### src/hw/rtl/infix_to_postfix_converter_assert.svh
// assertion macros shared by the rtl files
`ifndef INFIX_TO_POSTFIX_CONVERTER_ASSERT_SVH
`define INFIX_TO_POSTFIX_CONVERTER_ASSERT_SVH

// condition holds at every edge out of reset
`define I2P_ASSERT_ALWAYS(lbl, clk, rst, cond) \
  lbl: assert property (@(posedge clk) disable iff (rst) (cond)) \
    else $error("i2p assertion failed");

// same-cycle implication
`define I2P_ASSERT_IMPLY(lbl, clk, rst, ante, cons) \
  lbl: assert property (@(posedge clk) disable iff (rst) (ante) |-> (cons)) \
    else $error("i2p assertion failed");

// next-cycle implication
`define I2P_ASSERT_NEXT(lbl, clk, rst, ante, cons) \
  lbl: assert property (@(posedge clk) disable iff (rst) (ante) |=> (cons)) \
    else $error("i2p assertion failed");

`endif

### src/hw/rtl/i2p_pkg.sv
package i2p_pkg;

  localparam int KIND_W     = 3;
  localparam int PREC_W     = 4;
  localparam int OUT_KIND_W = 2;
  localparam int STATUS_W   = 2;

  // input token kinds
  localparam logic [KIND_W-1:0] KIND_OPERAND  = 3'd0;
  localparam logic [KIND_W-1:0] KIND_OPERATOR = 3'd1;
  localparam logic [KIND_W-1:0] KIND_OPEN     = 3'd2;
  localparam logic [KIND_W-1:0] KIND_CLOSE    = 3'd3;
  localparam logic [KIND_W-1:0] KIND_END      = 3'd4;

  // result kinds
  localparam logic [OUT_KIND_W-1:0] OUT_OPERAND  = 2'd0;
  localparam logic [OUT_KIND_W-1:0] OUT_OPERATOR = 2'd1;
  localparam logic [OUT_KIND_W-1:0] OUT_MARKER   = 2'd2;

  // result status codes
  localparam logic [STATUS_W-1:0] ST_OK       = 2'd0;
  localparam logic [STATUS_W-1:0] ST_NO_OPEN  = 2'd1;
  localparam logic [STATUS_W-1:0] ST_UNCLOSED = 2'd2;
  localparam logic [STATUS_W-1:0] ST_OVERFLOW = 2'd3;

  typedef enum logic [1:0] {
    STK_HOLD,
    STK_PUSH,
    STK_POP,
    STK_CLEAR
  } stk_op_t;

endpackage

### src/hw/rtl/i2p_token_if.sv
interface i2p_token_if
  import i2p_pkg::*;
#(
  parameter int CODE_WIDTH = 16
);
  logic                  valid;
  logic                  ready;
  logic [KIND_W-1:0]     token_kind;
  logic [CODE_WIDTH-1:0] token_code;
  logic [PREC_W-1:0]     precedence;

  modport source (output valid, token_kind, token_code, precedence, input ready);
  modport sink   (input valid, token_kind, token_code, precedence, output ready);
endinterface

### src/hw/rtl/i2p_result_if.sv
interface i2p_result_if
  import i2p_pkg::*;
#(
  parameter int CODE_WIDTH = 16
);
  logic                  valid;
  logic                  ready;
  logic [OUT_KIND_W-1:0] out_kind;
  logic [CODE_WIDTH-1:0] out_code;
  logic [STATUS_W-1:0]   status;
  logic                  last;

  modport source (output valid, out_kind, out_code, status, last, input ready);
  modport sink   (input valid, out_kind, out_code, status, last, output ready);
endinterface

### src/hw/rtl/i2p_cell.sv
module i2p_cell
  import i2p_pkg::*;
#(
  parameter int WIDTH = 21
) (
  input  logic             clk,
  input  stk_op_t          op,
  input  logic [WIDTH-1:0] above,
  input  logic [WIDTH-1:0] below,
  output logic [WIDTH-1:0] entry
);

  // push takes the neighbor above, pop takes the neighbor below
  always_ff @(posedge clk) begin
    unique case (op)
      STK_PUSH: entry <= above;
      STK_POP:  entry <= below;
      default:  entry <= entry;
    endcase
  end

endmodule

### src/hw/rtl/i2p_stack.sv
module i2p_stack
  import i2p_pkg::*;
#(
  parameter int DEPTH = 32,
  parameter int WIDTH = 21,
  parameter int CNT_W = $clog2(DEPTH + 1)
) (
  input  logic             clk,
  input  logic             rst,
  input  stk_op_t          op,
  input  logic [WIDTH-1:0] push_data,
  output logic [WIDTH-1:0] top_entry,
  output logic [WIDTH-1:0] next_entry,
  output logic [CNT_W-1:0] count,
  output logic             full,
  output logic             empty
);

  `include "infix_to_postfix_converter_assert.svh"

  logic [WIDTH-1:0] entries [DEPTH];

  // cell 0 is the top of stack
  for (genvar i = 0; i < DEPTH; i++) begin : g_cell
    logic [WIDTH-1:0] above;
    logic [WIDTH-1:0] below;
    if (i == 0) begin : g_top
      assign above = push_data;
    end else begin : g_mid
      assign above = entries[i-1];
    end
    if (i == DEPTH - 1) begin : g_bot
      assign below = '0;
    end else begin : g_up
      assign below = entries[i+1];
    end
    i2p_cell #(.WIDTH(WIDTH)) u_cell (
      .clk   (clk),
      .op    (op),
      .above (above),
      .below (below),
      .entry (entries[i])
    );
  end

  always_ff @(posedge clk) begin
    if (rst) begin
      count <= '0;
    end else begin
      unique case (op)
        STK_PUSH:  count <= count + CNT_W'(1);
        STK_POP:   count <= count - CNT_W'(1);
        STK_CLEAR: count <= '0;
        default:   count <= count;
      endcase
    end
  end

  assign top_entry  = entries[0];
  assign next_entry = entries[1];
  assign full       = (count == CNT_W'(DEPTH));
  assign empty      = (count == '0);

  `I2P_ASSERT_ALWAYS(a_count_bound, clk, rst, count <= CNT_W'(DEPTH))
  `I2P_ASSERT_IMPLY(a_no_push_full, clk, rst, op == STK_PUSH, !full)
  `I2P_ASSERT_IMPLY(a_no_pop_empty, clk, rst, op == STK_POP, !empty)

endmodule

### src/hw/rtl/infix_to_postfix_converter.sv
// channel  | dir | payload                                   | transfer
// token    | in  | token_kind, token_code, precedence        | valid && ready
// result   | out | out_kind, out_code, status, last          | valid && ready
//
// an item is accepted while idle and then worked off in stack steps:
// operand and open paren finish in their first step, operator/close/end pop
// entries first; the stack is a chain of one-entry cells, push/pop shift one
// place per cycle; rst is synchronous, it empties the stack and drops any
// pending result; a step waits while the result register is full and not taken
module infix_to_postfix_converter
  import i2p_pkg::*;
#(
  parameter int STACK_DEPTH = 32,
  parameter int CODE_WIDTH  = 16
) (
  input logic           clk,
  input logic           rst,
  i2p_token_if.sink     token,
  i2p_result_if.source  result
);

  `include "infix_to_postfix_converter_assert.svh"

  localparam int ENTRY_W = 1 + PREC_W + CODE_WIDTH;
  localparam int CNT_W   = $clog2(STACK_DEPTH + 1);

  typedef enum logic {
    S_IDLE,
    S_WORK
  } state_t;

  state_t                state;
  logic [KIND_W-1:0]     cmd_kind;
  logic [CODE_WIDTH-1:0] cmd_code;
  logic [PREC_W-1:0]     cmd_prec;
  logic                  popping;

  logic                  res_valid;
  logic [OUT_KIND_W-1:0] res_kind;
  logic [CODE_WIDTH-1:0] res_code;
  logic [STATUS_W-1:0]   res_status;
  logic                  res_last;

  stk_op_t               stk_op;
  logic [ENTRY_W-1:0]    push_data;
  logic [ENTRY_W-1:0]    top_entry;
  logic [ENTRY_W-1:0]    next_entry;
  logic [CNT_W-1:0]      stk_count;
  logic                  stk_full;
  logic                  stk_empty;

  logic                  out_free;
  logic                  step;
  logic                  emit;
  logic [OUT_KIND_W-1:0] e_kind;
  logic [CODE_WIDTH-1:0] e_code;
  logic [STATUS_W-1:0]   e_status;
  logic                  e_last;
  logic                  done;
  logic                  set_popping;

  logic                  top_mark;
  logic [PREC_W-1:0]     head_prec;
  logic [CODE_WIDTH-1:0] top_code;
  logic                  nxt_mark;
  logic [PREC_W-1:0]     nxt_prec;
  logic                  has_next;
  logic                  op_pop;
  logic                  accept;

  i2p_stack #(
    .DEPTH (STACK_DEPTH),
    .WIDTH (ENTRY_W),
    .CNT_W (CNT_W)
  ) u_stack (
    .clk        (clk),
    .rst        (rst),
    .op         (stk_op),
    .push_data  (push_data),
    .top_entry  (top_entry),
    .next_entry (next_entry),
    .count      (stk_count),
    .full       (stk_full),
    .empty      (stk_empty)
  );

  assign top_mark  = top_entry[ENTRY_W-1];
  assign head_prec = top_entry[ENTRY_W-2 -: PREC_W];
  assign top_code  = top_entry[CODE_WIDTH-1:0];
  assign nxt_mark  = next_entry[ENTRY_W-1];
  assign nxt_prec  = next_entry[ENTRY_W-2 -: PREC_W];
  assign has_next  = (stk_count > CNT_W'(1));

  // first pop needs a strictly higher top, later pops take equal too
  assign op_pop = !stk_empty && !top_mark &&
                  (popping ? (head_prec >= cmd_prec) : (head_prec > cmd_prec));

  assign out_free = !res_valid || result.ready;
  assign step     = (state == S_WORK) && out_free;
  assign accept   = token.valid && token.ready;

  always_comb begin
    stk_op      = STK_HOLD;
    push_data   = '0;
    emit        = 1'b0;
    e_kind      = OUT_MARKER;
    e_code      = '0;
    e_status    = ST_OK;
    e_last      = 1'b0;
    done        = 1'b0;
    set_popping = 1'b0;
    if (step) begin
      unique case (cmd_kind)
        KIND_OPERAND: begin
          emit   = 1'b1;
          e_kind = OUT_OPERAND;
          e_code = cmd_code;
          e_last = 1'b1;
          done   = 1'b1;
        end
        KIND_OPERATOR: begin
          if (op_pop) begin
            stk_op      = STK_POP;
            emit        = 1'b1;
            e_kind      = OUT_OPERATOR;
            e_code      = top_code;
            // last pop when the entry below stops the run
            e_last      = !has_next || nxt_mark || (nxt_prec < cmd_prec);
            set_popping = 1'b1;
          end else if (stk_full) begin
            stk_op   = STK_CLEAR;
            emit     = 1'b1;
            e_status = ST_OVERFLOW;
            e_last   = 1'b1;
            done     = 1'b1;
          end else begin
            stk_op    = STK_PUSH;
            push_data = {1'b0, cmd_prec, cmd_code};
            done      = 1'b1;
          end
        end
        KIND_OPEN: begin
          if (stk_full) begin
            stk_op   = STK_CLEAR;
            emit     = 1'b1;
            e_status = ST_OVERFLOW;
            e_last   = 1'b1;
          end else begin
            stk_op    = STK_PUSH;
            push_data = {1'b1, {PREC_W{1'b0}}, {CODE_WIDTH{1'b0}}};
          end
          done = 1'b1;
        end
        KIND_CLOSE: begin
          if (stk_empty) begin
            emit     = 1'b1;
            e_status = ST_NO_OPEN;
            e_last   = 1'b1;
            done     = 1'b1;
          end else if (top_mark) begin
            stk_op = STK_POP;
            done   = 1'b1;
          end else begin
            stk_op = STK_POP;
            emit   = 1'b1;
            e_kind = OUT_OPERATOR;
            e_code = top_code;
            e_last = has_next && nxt_mark;
          end
        end
        KIND_END: begin
          if (stk_empty) begin
            emit   = 1'b1;
            e_last = 1'b1;
            done   = 1'b1;
          end else if (top_mark) begin
            stk_op   = STK_CLEAR;
            emit     = 1'b1;
            e_status = ST_UNCLOSED;
            e_last   = 1'b1;
            done     = 1'b1;
          end else begin
            stk_op = STK_POP;
            emit   = 1'b1;
            e_kind = OUT_OPERATOR;
            e_code = top_code;
          end
        end
        default: begin
          done = 1'b1;
        end
      endcase
    end
  end

  always_ff @(posedge clk) begin
    if (rst) begin
      state     <= S_IDLE;
      popping   <= 1'b0;
      res_valid <= 1'b0;
    end else begin
      if (accept) begin
        cmd_kind <= token.token_kind;
        cmd_code <= token.token_code;
        cmd_prec <= token.precedence;
        // unknown kinds are dropped at the door
        if (token.token_kind <= KIND_END) begin
          state <= S_WORK;
        end
      end else if (done) begin
        state   <= S_IDLE;
        popping <= 1'b0;
      end else if (set_popping) begin
        popping <= 1'b1;
      end

      if (emit) begin
        res_valid  <= 1'b1;
        res_kind   <= e_kind;
        res_code   <= e_code;
        res_status <= e_status;
        res_last   <= e_last;
      end else if (result.ready) begin
        res_valid <= 1'b0;
      end
    end
  end

  assign token.ready     = (state == S_IDLE);
  assign result.valid    = res_valid;
  assign result.out_kind = res_kind;
  assign result.out_code = res_code;
  assign result.status   = res_status;
  assign result.last     = res_last;

  `I2P_ASSERT_IMPLY(a_err_is_final_marker, clk, rst,
    result.valid && result.status != ST_OK,
    result.out_kind == OUT_MARKER && result.last)
  `I2P_ASSERT_NEXT(a_err_empties_stack, clk, rst,
    emit && e_status != ST_OK, stk_count == '0)
  `I2P_ASSERT_IMPLY(a_token_ok_status, clk, rst,
    result.valid && result.out_kind != OUT_MARKER, result.status == ST_OK)

endmodule
### src/flat_wrapper.sv
// flat-port wrapper written by rule: the top's interface ports become plain ports
module infix_to_postfix_converter_flat import i2p_pkg::*;
#(
  parameter int STACK_DEPTH = 32,
  parameter int CODE_WIDTH  = 16
)
  (clk, rst, token_valid, token_token_kind, token_token_code, token_precedence, token_ready, result_valid, result_out_kind, result_out_code, result_status, result_last, result_ready);
  i2p_token_if #(.CODE_WIDTH(CODE_WIDTH)) token_i ();
  i2p_result_if #(.CODE_WIDTH(CODE_WIDTH)) result_i ();
  input logic clk;
  input logic rst;
  input wire logic [$bits(token_i.valid)-1:0] token_valid;
  input wire logic [$bits(token_i.token_kind)-1:0] token_token_kind;
  input wire logic [$bits(token_i.token_code)-1:0] token_token_code;
  input wire logic [$bits(token_i.precedence)-1:0] token_precedence;
  output wire logic [$bits(token_i.ready)-1:0] token_ready;
  output wire logic [$bits(result_i.valid)-1:0] result_valid;
  output wire logic [$bits(result_i.out_kind)-1:0] result_out_kind;
  output wire logic [$bits(result_i.out_code)-1:0] result_out_code;
  output wire logic [$bits(result_i.status)-1:0] result_status;
  output wire logic [$bits(result_i.last)-1:0] result_last;
  input wire logic [$bits(result_i.ready)-1:0] result_ready;
  assign token_i.valid = token_valid;
  assign token_i.token_kind = token_token_kind;
  assign token_i.token_code = token_token_code;
  assign token_i.precedence = token_precedence;
  assign token_ready = token_i.ready;
  assign result_valid = result_i.valid;
  assign result_out_kind = result_i.out_kind;
  assign result_out_code = result_i.out_code;
  assign result_status = result_i.status;
  assign result_last = result_i.last;
  assign result_i.ready = result_ready;
  infix_to_postfix_converter #(.STACK_DEPTH(STACK_DEPTH), .CODE_WIDTH(CODE_WIDTH)) u_core (.clk(clk), .rst(rst), .token(token_i), .result(result_i));
endmodule
### config.mk
export PLATFORM = sky130hd
export DESIGN_NAME = infix_to_postfix_converter_flat
export DESIGN_NICKNAME = d
export VERILOG_FILES = /design/src/hw/rtl/i2p_pkg.sv /design/src/hw/rtl/i2p_token_if.sv /design/src/hw/rtl/i2p_result_if.sv /design/src/hw/rtl/i2p_cell.sv /design/src/hw/rtl/i2p_stack.sv /design/src/hw/rtl/infix_to_postfix_converter.sv /design/src/flat_wrapper.sv
export VERILOG_INCLUDE_DIRS = /design/src /design/src/hw/rtl
export SDC_FILE = /design/constraint.sdc
export NUM_CORES = 1
export LEC_CHECK = 0
export ABC_CLOCK_PERIOD_IN_PS = 28400
export BUFFER_PORTS_ARGS = -buffer_cell sky130_fd_sc_hd__buf_4
export CORE_MARGIN = 2
export CORE_UTILIZATION = 55
export CTS_BUF_LIST = sky130_fd_sc_hd__clkbuf_2
export CTS_CLUSTER_DIAMETER = 40
export DETAILED_ROUTE_END_ITERATION = 10
export HOLD_SLACK_MARGIN = 0.15
export PLACE_DENSITY_LB_ADDON = 0.3
export RECOVER_POWER = 25
export REMOVE_ABC_BUFFERS = 1
export SETUP_SLACK_MARGIN = 0.15
export SLEW_MARGIN = 20
export SYNTH_ARGS = -nofsm -noshare
export SYNTH_HDL_FRONTEND = slang
export SYNTH_SLANG_ARGS = --single-unit
### constraint.sdc
create_clock -name clk -period 28.4 [get_ports clk]
set_input_delay 4.26 -clock clk [delete_from_list [all_inputs] [get_ports clk]]
set_output_delay 4.26 -clock clk [all_outputs]
set_load 0.005 [all_outputs]
==> reports/metrics.yaml, run 1 <==
setup.worst_path.start_class: "input pin"
cts_buffer_depth: 3
internal_power_mw: 1.54
yosysTopAreaCellShare: 0.701
r2r_cells: 10
tightest_slew_ps: 5810
cp-end-kind: "flip-flop"
die_area_um2: 57700
worst-path-max-fanout: 137
rsz0062_at_grt: "false"
clockPowerShare: 0.353
grt_max_degree: 222
io_buffers: 49
finClkSkew_ps: 84.1
cp-startpoint: "result_ready"
viasPerCell: 5.48
top_usage_layer: "met2"
layout-drive-gt1-share: 0.497
cts_made_buffers: 177
whs_path_depth: 2
pwr-share-seq: 0.608
yosys-top-cells-area: "edfxtp_1 70%, mux2_2 23%, a22o_1 1.1%"
synth_edf_count: 716
fin_crit_sh: 0.404
post-route-drc-count: 0
synthCells: 1655
hpwlAfterDp_mm: 26.4
synth-seq-area-share: 0.707
synthToLayoutAreaGrowth_pct: 8.93
sw_frac_of_total: 0.236
fin_nets: 1851
yosys.area.top_type: "edfxtp_1"
place_area_um2: 31700
via_count: 14800
min_path_type: "flip-flop to flip-flop"
final.setup.tns_ps: 0
die_w_um: 240
use_met1: 0.234
synth_flop_cell: "edfxtp_1"
die_h_um: 240
clk_transition_reported_paths_ps: 120
post_cts_buffers: 0
grt_pass1_wl_mm: 77.7
std_cell_rows: 86
p_per_area_nw_per_um2: 60.5
synth_async_sr_flop_share: 0
dr.pass1.iters: 5
netlist_area_um2: 30700
n_fill_cell: 4181
grt_util_met2: 0.252
worstHoldStart: "u_core.popping"
fp.coreArea_um2: 55100
fmax_ghz: 0.0872
fin_crit_ps: 11470
ctsResizeCount: 0
worstSkewPairLatency_ps: 1350
ios: 50
final_area_um2: 33400
overflow: 0
clock_sink_count: 725
ant_nets: 0
grtUsageMet3: 0.0549
routedWlPerCell_um: 17.6
routed_wl_mm: 47.8
cts_tree: "built"
first_global_vias: 15400
initial_core_util: 0.557
drt-initial-drc-count: 1099
yosys_warnings: 0
htree_levels: 4
root_buffer: "clkbuf_2"
crit_required_ps: 29370
antenna_found_initial: 2
max_slew_margin: -2.89
p_sw_mw: 0.477
setup_violations: 0
drv_cap: 6
ys_types: 51
cts_hold_buf: 0
vdd_drop_max_v: 0.0000324
slew_viol_final: 334
combPwrFrac: 0.039
worstPathArrival_ps: 12430
gp_congestion: 0.750
hold_violations: 0
path_class: "input pin to flip-flop"
synth_seq_cells: 725
violations: "capacitance limit, slew limit"
leakagePower_nw: 11.0
syn_area_per_cell_um2: 18.5
grt_usage: 0.170
outcome: "finished, violations left"
r2r-start: "u_core.u_stack.g_cell[0].u_cell.entry[19]"
through the flow:
| stage | hold WS (ps) | setup WS (ps) | cells | power (mW) | utilization |
|---|---|---|---|---|---|
| after floorplan | 438 | 7350 | 1567 | 1.35 | - |
| after global placement | 456 | 19420 | 2378 | 1.33 | 0.576 |
| after global routing | 506 | 16230 | 2708 | 2.12 | 0.606 |
| after CTS | 483 | 20810 | 2699 | 2.05 | 0.607 |
| after detailed placement | 464 | 19250 | 2378 | 1.33 | 0.576 |
| final | 483 | 16930 | 2708 | 2.02 | 0.606 |
worst max-delay path, cell delays in order:
cell,delay [ps]
clkbuf_4,100
nand2b_1,130
nand2_1,290
a311oi_1,520
ha_1,210
clkinvlp_2,4260
buf_4,1980
buf_6,470
layer usage:
layer | routed length (µm) | vias up | share of wire
met1 | 22100 | 7396 | 0.46
met4 | 1130 | 0 | 0.024
li1 | - | 7006 | -
met3 | 2420 | 109 | 0.051
met2 | 22100 | 334 | 0.46
met5 | 0 | - | 0
power by group through the flow:
stage | combinational [mW] | sequential [mW] | clock (mW)
after global placement | 0.0754 | 1.25 | 0
after global routing | 0.0857 | 1.23 | 0.797
after CTS | 0.0797 | 1.23 | 0.744
after detailed placement | 0.0795 | 1.25 | 0
final | 0.0782 | 1.23 | 0.713
after floorplan | 0.0777 | 1.27 | 0
cells in the final DEF (no fill, tap or decap), types with 6 or more instances in the layout:
cell type,n
edfxtp_1,716
mux2_2,629
clkbuf_2,256
clkinv_1,43
a22o_1,37
buf_4,29
nor2b_1,26
clkbuf_4,21
nor2_1,18
a21oi_1,18
nand2_1,15
ha_1,14
o21ai_0,10
clkbuf_1,9
dfxtp_1,9
diode_2,8
inv_1,8
nand2b_1,7
nand3_1,6
worst paths after layout:
kind / to / slack, ps
max reg2reg: u_core.u_stack.g_cell[15].u_cell.entry[0] / 18630
min: u_core.popping / 480
min reg2reg: u_core.popping / 480
max: u_core.u_stack.g_cell[15].u_cell.entry[0] / 16930
cells in the mapped netlist, types with 2 or more instances:
cell type    n
buf_6        3
a221o_1      2
mux2_2     629
nand3b_1     2
inv_1        9
a21boi_0     2
buf_2       50
o31ai_1      2
a22o_1      37
a21o_1       3
nor3_1       4
dfxtp_1      9
a311oi_1     3
or3_1        2
nor2_1      18
nor2b_1     26
o22ai_1      2
a211oi_1     3
edfxtp_1   716
nand2b_1     7
nor3b_1      2
and2_1       2
o32a_1       2
clkbuf_1    34
nand2_1     15
nand3_1      6
a21oi_1     18
a31oi_1      2
o21ai_0     10
ha_1        14
cell families after synthesis:
kind of cell	synth area share
buffers and inverters	0.0148
AND/OR/NAND/NOR	0.0181
adder cells (fa/ha/maj)	0.00571
multiplexers	0.231
AO/OA/AOI/OAI	0.0233
flip-flops	0.707
cell type report:
cell class / instances / area [µm²] / area share
multi-input cells: 833 / 8510 / 0.255
well taps: 748 / 936 / 0.0280
repair buffers: 64 / 508 / 0.0152
inverters: 9 / 35.0 / 0.00105
clock buffers: 256 / 1280 / 0.0384
clock inverters: 65 / 432 / 0.0129
flip-flops and latches: 725 / 21700 / 0.649
diodes: 8 / 20.0 / 0.000599
sequential cells by signal, summed over array words and instances (netlist names):
register                            flops
u_core.result.out_code                 16
u_core.cmd_kind                         3
u_core.u_stack.g_cell.u_cell.entry    672
u_core.result.status                    2
u_core.result.last                      1
u_core.result.valid                     1
u_core.popping                          1
u_core.cmd_code                        16
u_core.state                            1
u_core.cmd_prec                         4
u_core.u_stack.count                    6
u_core.result.out_kind                  2
Note: power is estimated with default switching activity, not from simulation.
==> run 2: changes to the inputs <==
--- a/config.mk
+++ b/config.mk
@@ -6,7 +6,7 @@
 export SDC_FILE = /design/constraint.sdc
 export NUM_CORES = 1
 export LEC_CHECK = 0
-export ABC_CLOCK_PERIOD_IN_PS = 28400
+export ABC_CLOCK_PERIOD_IN_PS = 9500
 export BUFFER_PORTS_ARGS = -buffer_cell sky130_fd_sc_hd__buf_4
 export CORE_MARGIN = 2
 export CORE_UTILIZATION = 55
==> constraint.sdc (replaced) <==
create_clock -name clk -period 9.5 [get_ports clk]
set_input_delay 1.425 -clock clk [delete_from_list [all_inputs] [get_ports clk]]
set_output_delay 1.425 -clock clk [all_outputs]
set_load 0.005 [all_outputs]
==> run 2 against run 1 <==
The flow still finishes with violations (capacitance limit, slew limit). Clock-buffer cell count is 13 higher. Clock skew up 6.9 ps. Combinational power rose to 3.1 times the previous value. Critical path depth is 2 higher. Utilization is 0.13 points higher. Die area did not move. Critical path type is now flip-flop to flip-flop. Highest routed layer unchanged.
==> reports/metrics.yaml, run 2 (synthesized netlist as in run 1, its figures left out) <==
worstPathArrival_ps: 7640  # -4790 ps
cts_made_buffers: 180  # +1.7%
n_fill_cell: 4176  # -0.12%
routed_wl_mm: 48.3  # +1.2%
place_inst: 2379  # +0.042%
r2r_setup_slack_ps: 2840  # -15,790 ps
multi_input_area_um2: 8500  # about the same
fp.coreArea_um2: 55100  # unchanged
layout_commonest_cell: "edfxtp_1"
regArea_um2: 21700  # unchanged
final_cells: 2715  # +0.26%
die_h_um: 240  # unchanged
gp_congestion: 0.751  # about the same
p_per_area_nw_per_um2: 178  # +190%
sw_frac_of_total: 0.233  # -0.00333
synthToLayoutAreaGrowth_pct: 9.16
worstHoldStart: "rst"
htree_levels: 4  # unchanged
via_count: 14900  # +0.44%
hold_violations: 0  # unchanged
largest-register: "u_core.u_stack.g_cell.u_cell.entry"
final_cell_mix: "716 x edfxtp_1, 629 x mux2_2, 269 x clkbuf_2, 37 x a22o_1, 35 x clkbuf_4"
grt_max_degree: 187  # -16%
setup.worst_path.start_class: "flip-flop"
combPwrFrac: 0.040  # about the same
overflow: 0  # unchanged
ios: 50  # unchanged
slew_viol_final: 139  # -58%
drv_cap: 6  # unchanged
vdd_drop_max_v: 0.000101  # +210%
fin_nets: 1877  # +1.4%
fin_crit_sh: 0.701
place_area_um2: 31800  # about the same
p_total_mw: 5.95  # +190%
root_buffer: "clkbuf_2"
worst-path-max-fanout: 51  # -63%
p_sw_mw: 1.39  # +190%
final_util: 0.608  # +0.00127
tightest_slew_ps: 3210  # -2600 ps
min_path_type: "input pin to flip-flop"
max_slew_margin: -1.14  # +1.76
setup_ws_ps: 2840  # -14,090 ps
crit_required_ps: 10480  # -18,890 ps
grt_pass1_wl_mm: 79.1  # +1.7%
largest_register_ffs: 672  # unchanged
viasPerCell: 5.49  # +0.18%
r2r_end: "u_core.u_stack.g_cell[2].u_cell.entry[16]"
setup_violations: 0  # unchanged
io_buffers: 49  # unchanged
clk_transition_reported_paths_ps: 100  # -20 ps
hpwlAfterDp_mm: 26.7  # +0.97%
ant_nets: 0  # unchanged
post-route-drc-count: 0  # unchanged
path_buf_inv: 2  # -2
cp-end-kind: "flip-flop"
routedWlPerCell_um: 17.8  # +0.94%
rsz0062_at_grt: "false"
crit_family: "buffers and inverters"
hold-path-endpoint: "u_core.u_stack.count[0]"
fin_crit_ps: 6660
finClkSkew_ps: 91.0  # +6.93 ps
first_global_vias: 15500  # +0.94%
die_w_um: 240  # unchanged
violations: "capacitance limit, slew limit"
cpMaxStageDelayCell: "clkbuf_1"
pwr-share-seq: 0.616  # +0.008
place_worst_setup_slack_ps: 4100  # -15,140 ps
die_area_um2: 57700  # unchanged
crit_path_cell_trace: "inv_1 > ha_1 > and3_1 > a221o_1 > and3_1 > o21ai_0 > a311oi_1 > ha_1 > clkbuf_1 > mux2_2"
cts_tree: "built"
cts_buffer_depth: 3  # unchanged
layout-drive-gt1-share: 0.492  # -0.00481
clock_sink_count: 725  # unchanged
leakagePower_nw: 11.0  # +0.60%
grt_usage: 0.174  # +0.00408
final.setup.tns_ps: 0  # unchanged
antenna_found_initial: 3  # +1
hold-worst-slack_ps: 408  # -75.1 ps
r2r_cells: 10  # unchanged
whs_path_depth: 2  # unchanged
outcome: "finished, violations left"
dr.pass1.iters: 5  # unchanged
internal_power_mw: 4.56  # +200%
path_class: "flip-flop to flip-flop"
clockPowerShare: 0.343  # -0.010
r2r-start: "u_core.cmd_prec[2]"
slowest_delay_ps: 2360  # -1900 ps
drt-initial-drc-count: 1162  # +5.7%
fmax_ghz: 0.150
ctsResizeCount: 0  # unchanged
initial_core_util: 0.557  # unchanged
worstSkewPairLatency_ps: 1290  # -60 ps
std_cell_rows: 86  # unchanged
final_area_um2: 33500  # +0.21%
post_cts_buffers: 0  # unchanged
==> run 2: cell count changes in the layout (fill, tap and decap cells not counted), sizes merged, moves of 4 or more <==
cell / previous run / this run
clkbuf: 286 / 318
dlygate4sd3: 0 / 23
buf: 34 / 15
clkinv: 53 / 34
diode: 8 / 2
clkinvlp: 5 / 1
==> run 2: per-layer routing <==
metal | vias up | part of all wire | GRT usage
met4 | 0 | 0.018 | 0.0708
met2 | 301 | 0.47 | 0.260
li1 | 7053 | - | -
met3 | 81 | 0.046 | 0.0520
met1 | 7475 | 0.47 | 0.241
met5 | - | 0 | 0
==> run 2: worst reg2reg max path, stage by stage, from the launching register on <==
cell and delay [ps]:
edfxtp_1 470, inv_1 90, ha_1 300, and3_1 180, a221o_1 240, and3_1 270, o21ai_0 150, a311oi_1 440
ha_1 1340, clkbuf_1 2370, mux2_2 510
==> run 2: timing repair <==
action,CTS,global route
hold endpoints to repair,23,0
endpoints found under the setup margin,0,0
hold buffers,23,0
==> run 2: power by group through the flow <==
| stage | sequential [mW] | clock, mW | combinational (mW) |
|---|---|---|---|
| 6_report | 3.67 | 2.04 | 0.240 |
| 5_1_grt | 3.68 | 2.30 | 0.264 |
| 4_1_cts | 3.67 | 2.14 | 0.247 |
| 3_5_place_dp | 3.74 | 0 | 0.239 |
| 3_3_place_gp | 3.74 | 0 | 0.226 |
| 2_1_floorplan | 3.80 | 0 | 0.232 |
==> run 2: how the worst max path moves through the flow <==
stage,start,end,slack [ps],cells after the start
after floorplan,result_ready,u_core.u_stack.count[4],-8710,8
final,u_core.cmd_prec[2],u_core.u_stack.g_cell[2].u_cell.entry[16],2840,10
after detailed placement,result_ready,u_core.u_stack.g_cell[26].u_cell.entry[9],4100,8
after CTS,u_core.cmd_prec[2],u_core.u_stack.g_cell[23].u_cell.entry[6],4390,11
after global placement,result_ready,u_core.u_stack.g_cell[9].u_cell.entry[16],4190,8
after global routing,u_core.cmd_prec[2],u_core.u_stack.g_cell[2].u_cell.entry[16],2460,10
==> run 2: area by class of cell <==
| class | instances | share of cell area |
|---|---|---|
| antenna | 2 | 0.000150 |
| sequential | 725 | 0.648 |
| inverter | 9 | 0.00123 |
| clock inverter | 42 | 0.00748 |
| clock buffer | 269 | 0.0402 |
| tap | 748 | 0.0280 |
| multi-input combinational | 833 | 0.254 |
| timing repair buffer | 87 | 0.0212 |
==> run 3: changes to the inputs <==
--- a/config.mk
+++ b/config.mk
@@ -6,7 +6,7 @@
 export SDC_FILE = /design/constraint.sdc
 export NUM_CORES = 1
 export LEC_CHECK = 0
-export ABC_CLOCK_PERIOD_IN_PS = 9500
+export ABC_CLOCK_PERIOD_IN_PS = 6850
 export BUFFER_PORTS_ARGS = -buffer_cell sky130_fd_sc_hd__buf_4
 export CORE_MARGIN = 2
 export CORE_UTILIZATION = 55
==> constraint.sdc (replaced) <==
create_clock -name clk -period 6.85 [get_ports clk]
set_input_delay 1.0275 -clock clk [delete_from_list [all_inputs] [get_ports clk]]
set_output_delay 1.0275 -clock clk [all_outputs]
set_load 0.005 [all_outputs]
==> run 3 against run 2 <==
The run still ends with capacitance limit, slew limit left. Flip-flop and latch count unchanged. Largest power group unchanged. Sequential power up 38%. Die area unchanged. Sequential share of layout area down 0.34 points. Clock power up 41%. Fmax up 27%.
==> reports/metrics.yaml, run 3 (synthesized netlist as in run 1, its figures left out) <==
ios: 50  # unchanged
synthToLayoutAreaGrowth_pct: 9.73
combPwrFrac: 0.041  # about the same
dr.pass1.iters: 5  # unchanged
routedWlPerCell_um: 17.8  # +0.18%
die_h_um: 240  # unchanged
cts_made_buffers: 177  # -1.7%
cts_tree: "built"
post_cts_buffers: 0  # unchanged
cp-end-kind: "flip-flop"
p_per_area_nw_per_um2: 247  # +39%
die_w_um: 240  # unchanged
cts_buffer_depth: 3  # unchanged
final_area_um2: 33600  # +0.52%
final_cells: 2721  # +0.22%
layout_commonest_cell: "edfxtp_1"
internal_power_mw: 6.37  # +40%
setup.worst_path.start_class: "flip-flop"
n_fill_cell: 4142  # -0.81%
antenna_found_initial: 2  # -1
root_buffer: "clkbuf_2"
r2r_cells: 10  # unchanged
setup_violations: 0  # unchanged
fmax_ghz: 0.190  # +27%
hpwlAfterDp_mm: 26.9  # +0.93%
min_path_type: "input pin to flip-flop"
worstPathArrival_ps: 6270  # -1370 ps
routed_wl_mm: 48.5  # +0.40%
fp.coreArea_um2: 55100  # unchanged
initial_core_util: 0.557  # unchanged
regArea_um2: 21700  # unchanged
hold-path-endpoint: "u_core.cmd_prec[3]"
drv_cap: 2  # -4
r2r-start: "u_core.u_stack.count[0]"
multi_input_area_um2: 8530  # +0.29%
first_global_vias: 15700  # +1.1%
final_cell_mix: "716 x edfxtp_1, 629 x mux2_2, 244 x clkbuf_2, 44 x clkinv_1, 38 x clkbuf_4"
grt_usage: 0.174  # -0.000613
p_total_mw: 8.31  # +40%
whs_path_depth: 2  # unchanged
slew_viol_final: 31  # -78%
hold_violations: 0  # unchanged
std_cell_rows: 86  # unchanged
largest-register: "u_core.u_stack.g_cell.u_cell.entry"
overflow: 0  # unchanged
cpMaxStageDelayCell: "clkbuf_1"
viasPerCell: 5.47  # -0.32%
crit_required_ps: 7870  # -2610 ps
worstHoldStart: "token_precedence[3]"
crit_path_cell_trace: "inv_1 > ha_1 > nor3b_1 > a21oi_1 > and3_1 > o21ai_0 > a311oi_1 > ha_4 > clkbuf_1 > mux2_2"
slowest_delay_ps: 950  # -1410 ps
finClkSkew_ps: 67.2  # -23.8 ps
clk_transition_reported_paths_ps: 90  # about the same
post-route-drc-count: 0  # unchanged
clockPowerShare: 0.347  # +0.004
ctsResizeCount: 0  # unchanged
final_util: 0.611  # +0.00318
path_class: "flip-flop to flip-flop"
r2r_end: "u_core.u_stack.g_cell[30].u_cell.entry[20]"
fin_crit_sh: 0.766  # +0.0654
fin_crit_ps: 5250  # -1410 ps
violations: "capacitance limit, slew limit"
worst-path-max-fanout: 49  # -3.9%
leakagePower_nw: 11.1  # +0.21%
cts_hold_buf: 26  # +13%
via_count: 14900  # -0.10%
io_buffers: 49  # unchanged
grt_max_degree: 147  # -21%
grt_pass1_wl_mm: 78.8  # -0.32%
layout-drive-gt1-share: 0.485  # -0.00709
p_sw_mw: 1.94  # +40%
outcome: "finished, violations left"
ant_nets: 0  # unchanged
sw_frac_of_total: 0.233  # about the same
clock_sink_count: 725  # unchanged
largest_register_ffs: 672  # unchanged
final.setup.tns_ps: 0  # unchanged
htree_levels: 4  # unchanged
drt-initial-drc-count: 1096  # -5.7%
pwr-share-seq: 0.612  # -0.004
vdd_drop_max_v: 0.000144  # +42%
gp_congestion: 0.777  # +3.6%
max_slew_margin: -1.03  # +0.113
r2r_setup_slack_ps: 1600  # -1240 ps
place_inst: 2384  # +0.21%
rsz0062_at_grt: "false"
fin_nets: 1882  # +0.27%
die_area_um2: 57700  # unchanged
tightest_slew_ps: 3030  # -180 ps
place_area_um2: 31800  # +0.28%
worstSkewPairLatency_ps: 1310  # +20 ps
run 3: final cells by class:
| cell class | count | area share |
|---|---|---|
| Antenna cell | 4 | 0.000298 |
| Inverter | 9 | 0.00123 |
| Multi-Input combinational cell | 833 | 0.253 |
| Clock buffer | 244 | 0.0363 |
| Timing Repair Buffer | 95 | 0.0245 |
| Clock inverter | 63 | 0.0120 |
| Sequential cell | 725 | 0.644 |
| Tap cell | 748 | 0.0278 |
run 3: power groups by stage:
| stage | clock [mW] | sequential [mW] | combinational (mW) |
|---|---|---|---|
| floorplan | 0 | 5.26 | 0.322 |
| global placement | 0 | 5.18 | 0.318 |
| detailed placement | 0 | 5.19 | 0.337 |
| CTS | 3.01 | 5.08 | 0.349 |
| global route | 3.24 | 5.10 | 0.371 |
| finish | 2.88 | 5.08 | 0.338 |
run 3: worst max-delay path by stage:
| stage | start | to | slack [ps] | cells past startpoint |
|---|---|---|---|---|
| 6_report | u_core.u_stack.count[0] | u_core.u_stack.g_cell[30].u_cell.entry[20] | 1600 | 10 |
| 5_1_grt | u_core.u_stack.count[0] | u_core.u_stack.g_cell[9].u_cell.entry[16] | 1120 | 10 |
| 4_1_cts | u_core.u_stack.count[0] | u_core.u_stack.g_cell[18].u_cell.entry[4] | 2230 | 10 |
| 3_5_place_dp | u_core.u_stack.count[0] | u_core.u_stack.g_cell[10].u_cell.entry[4] | 2310 | 10 |
| 3_3_place_gp | result_ready | u_core.u_stack.g_cell[23].u_cell.entry[12] | 2400 | 7 |
| 2_1_floorplan | result_ready | u_core.u_stack.count[4] | -10960 | 8 |
run 3: layer usage:
| metal | vias to the layer above | part of all wire | wire length [µm] | GRT usage |
|---|---|---|---|---|
| met5 | - | 0 | 0 | 0 |
| met4 | 0 | 0.021 | 1030 | 0.0821 |
| met3 | 96 | 0.041 | 1990 | 0.0439 |
| met2 | 290 | 0.47 | 22900 | 0.265 |
| met1 | 7459 | 0.47 | 22600 | 0.235 |
| li1 | 7050 | - | - | - |
run 3: worst max-delay path: cells and delay by family (launching register included):
kind,cells,cell delay (ps)
compound gates,3,1290
fa+ha+maj,2,1080
buf+inv,2,1030
flops,1,500
mux,1,420
simple gates,2,580
run 3: per-stage QoR:
step / worst slack (ps) / hold slack (ps)
final: 1600 / 444
after global routing: 1120 / 300
after CTS: 2230 / 240
after detailed placement: 2310 / 502
after global placement: 2400 / 477
after floorplan: -10960 / 438
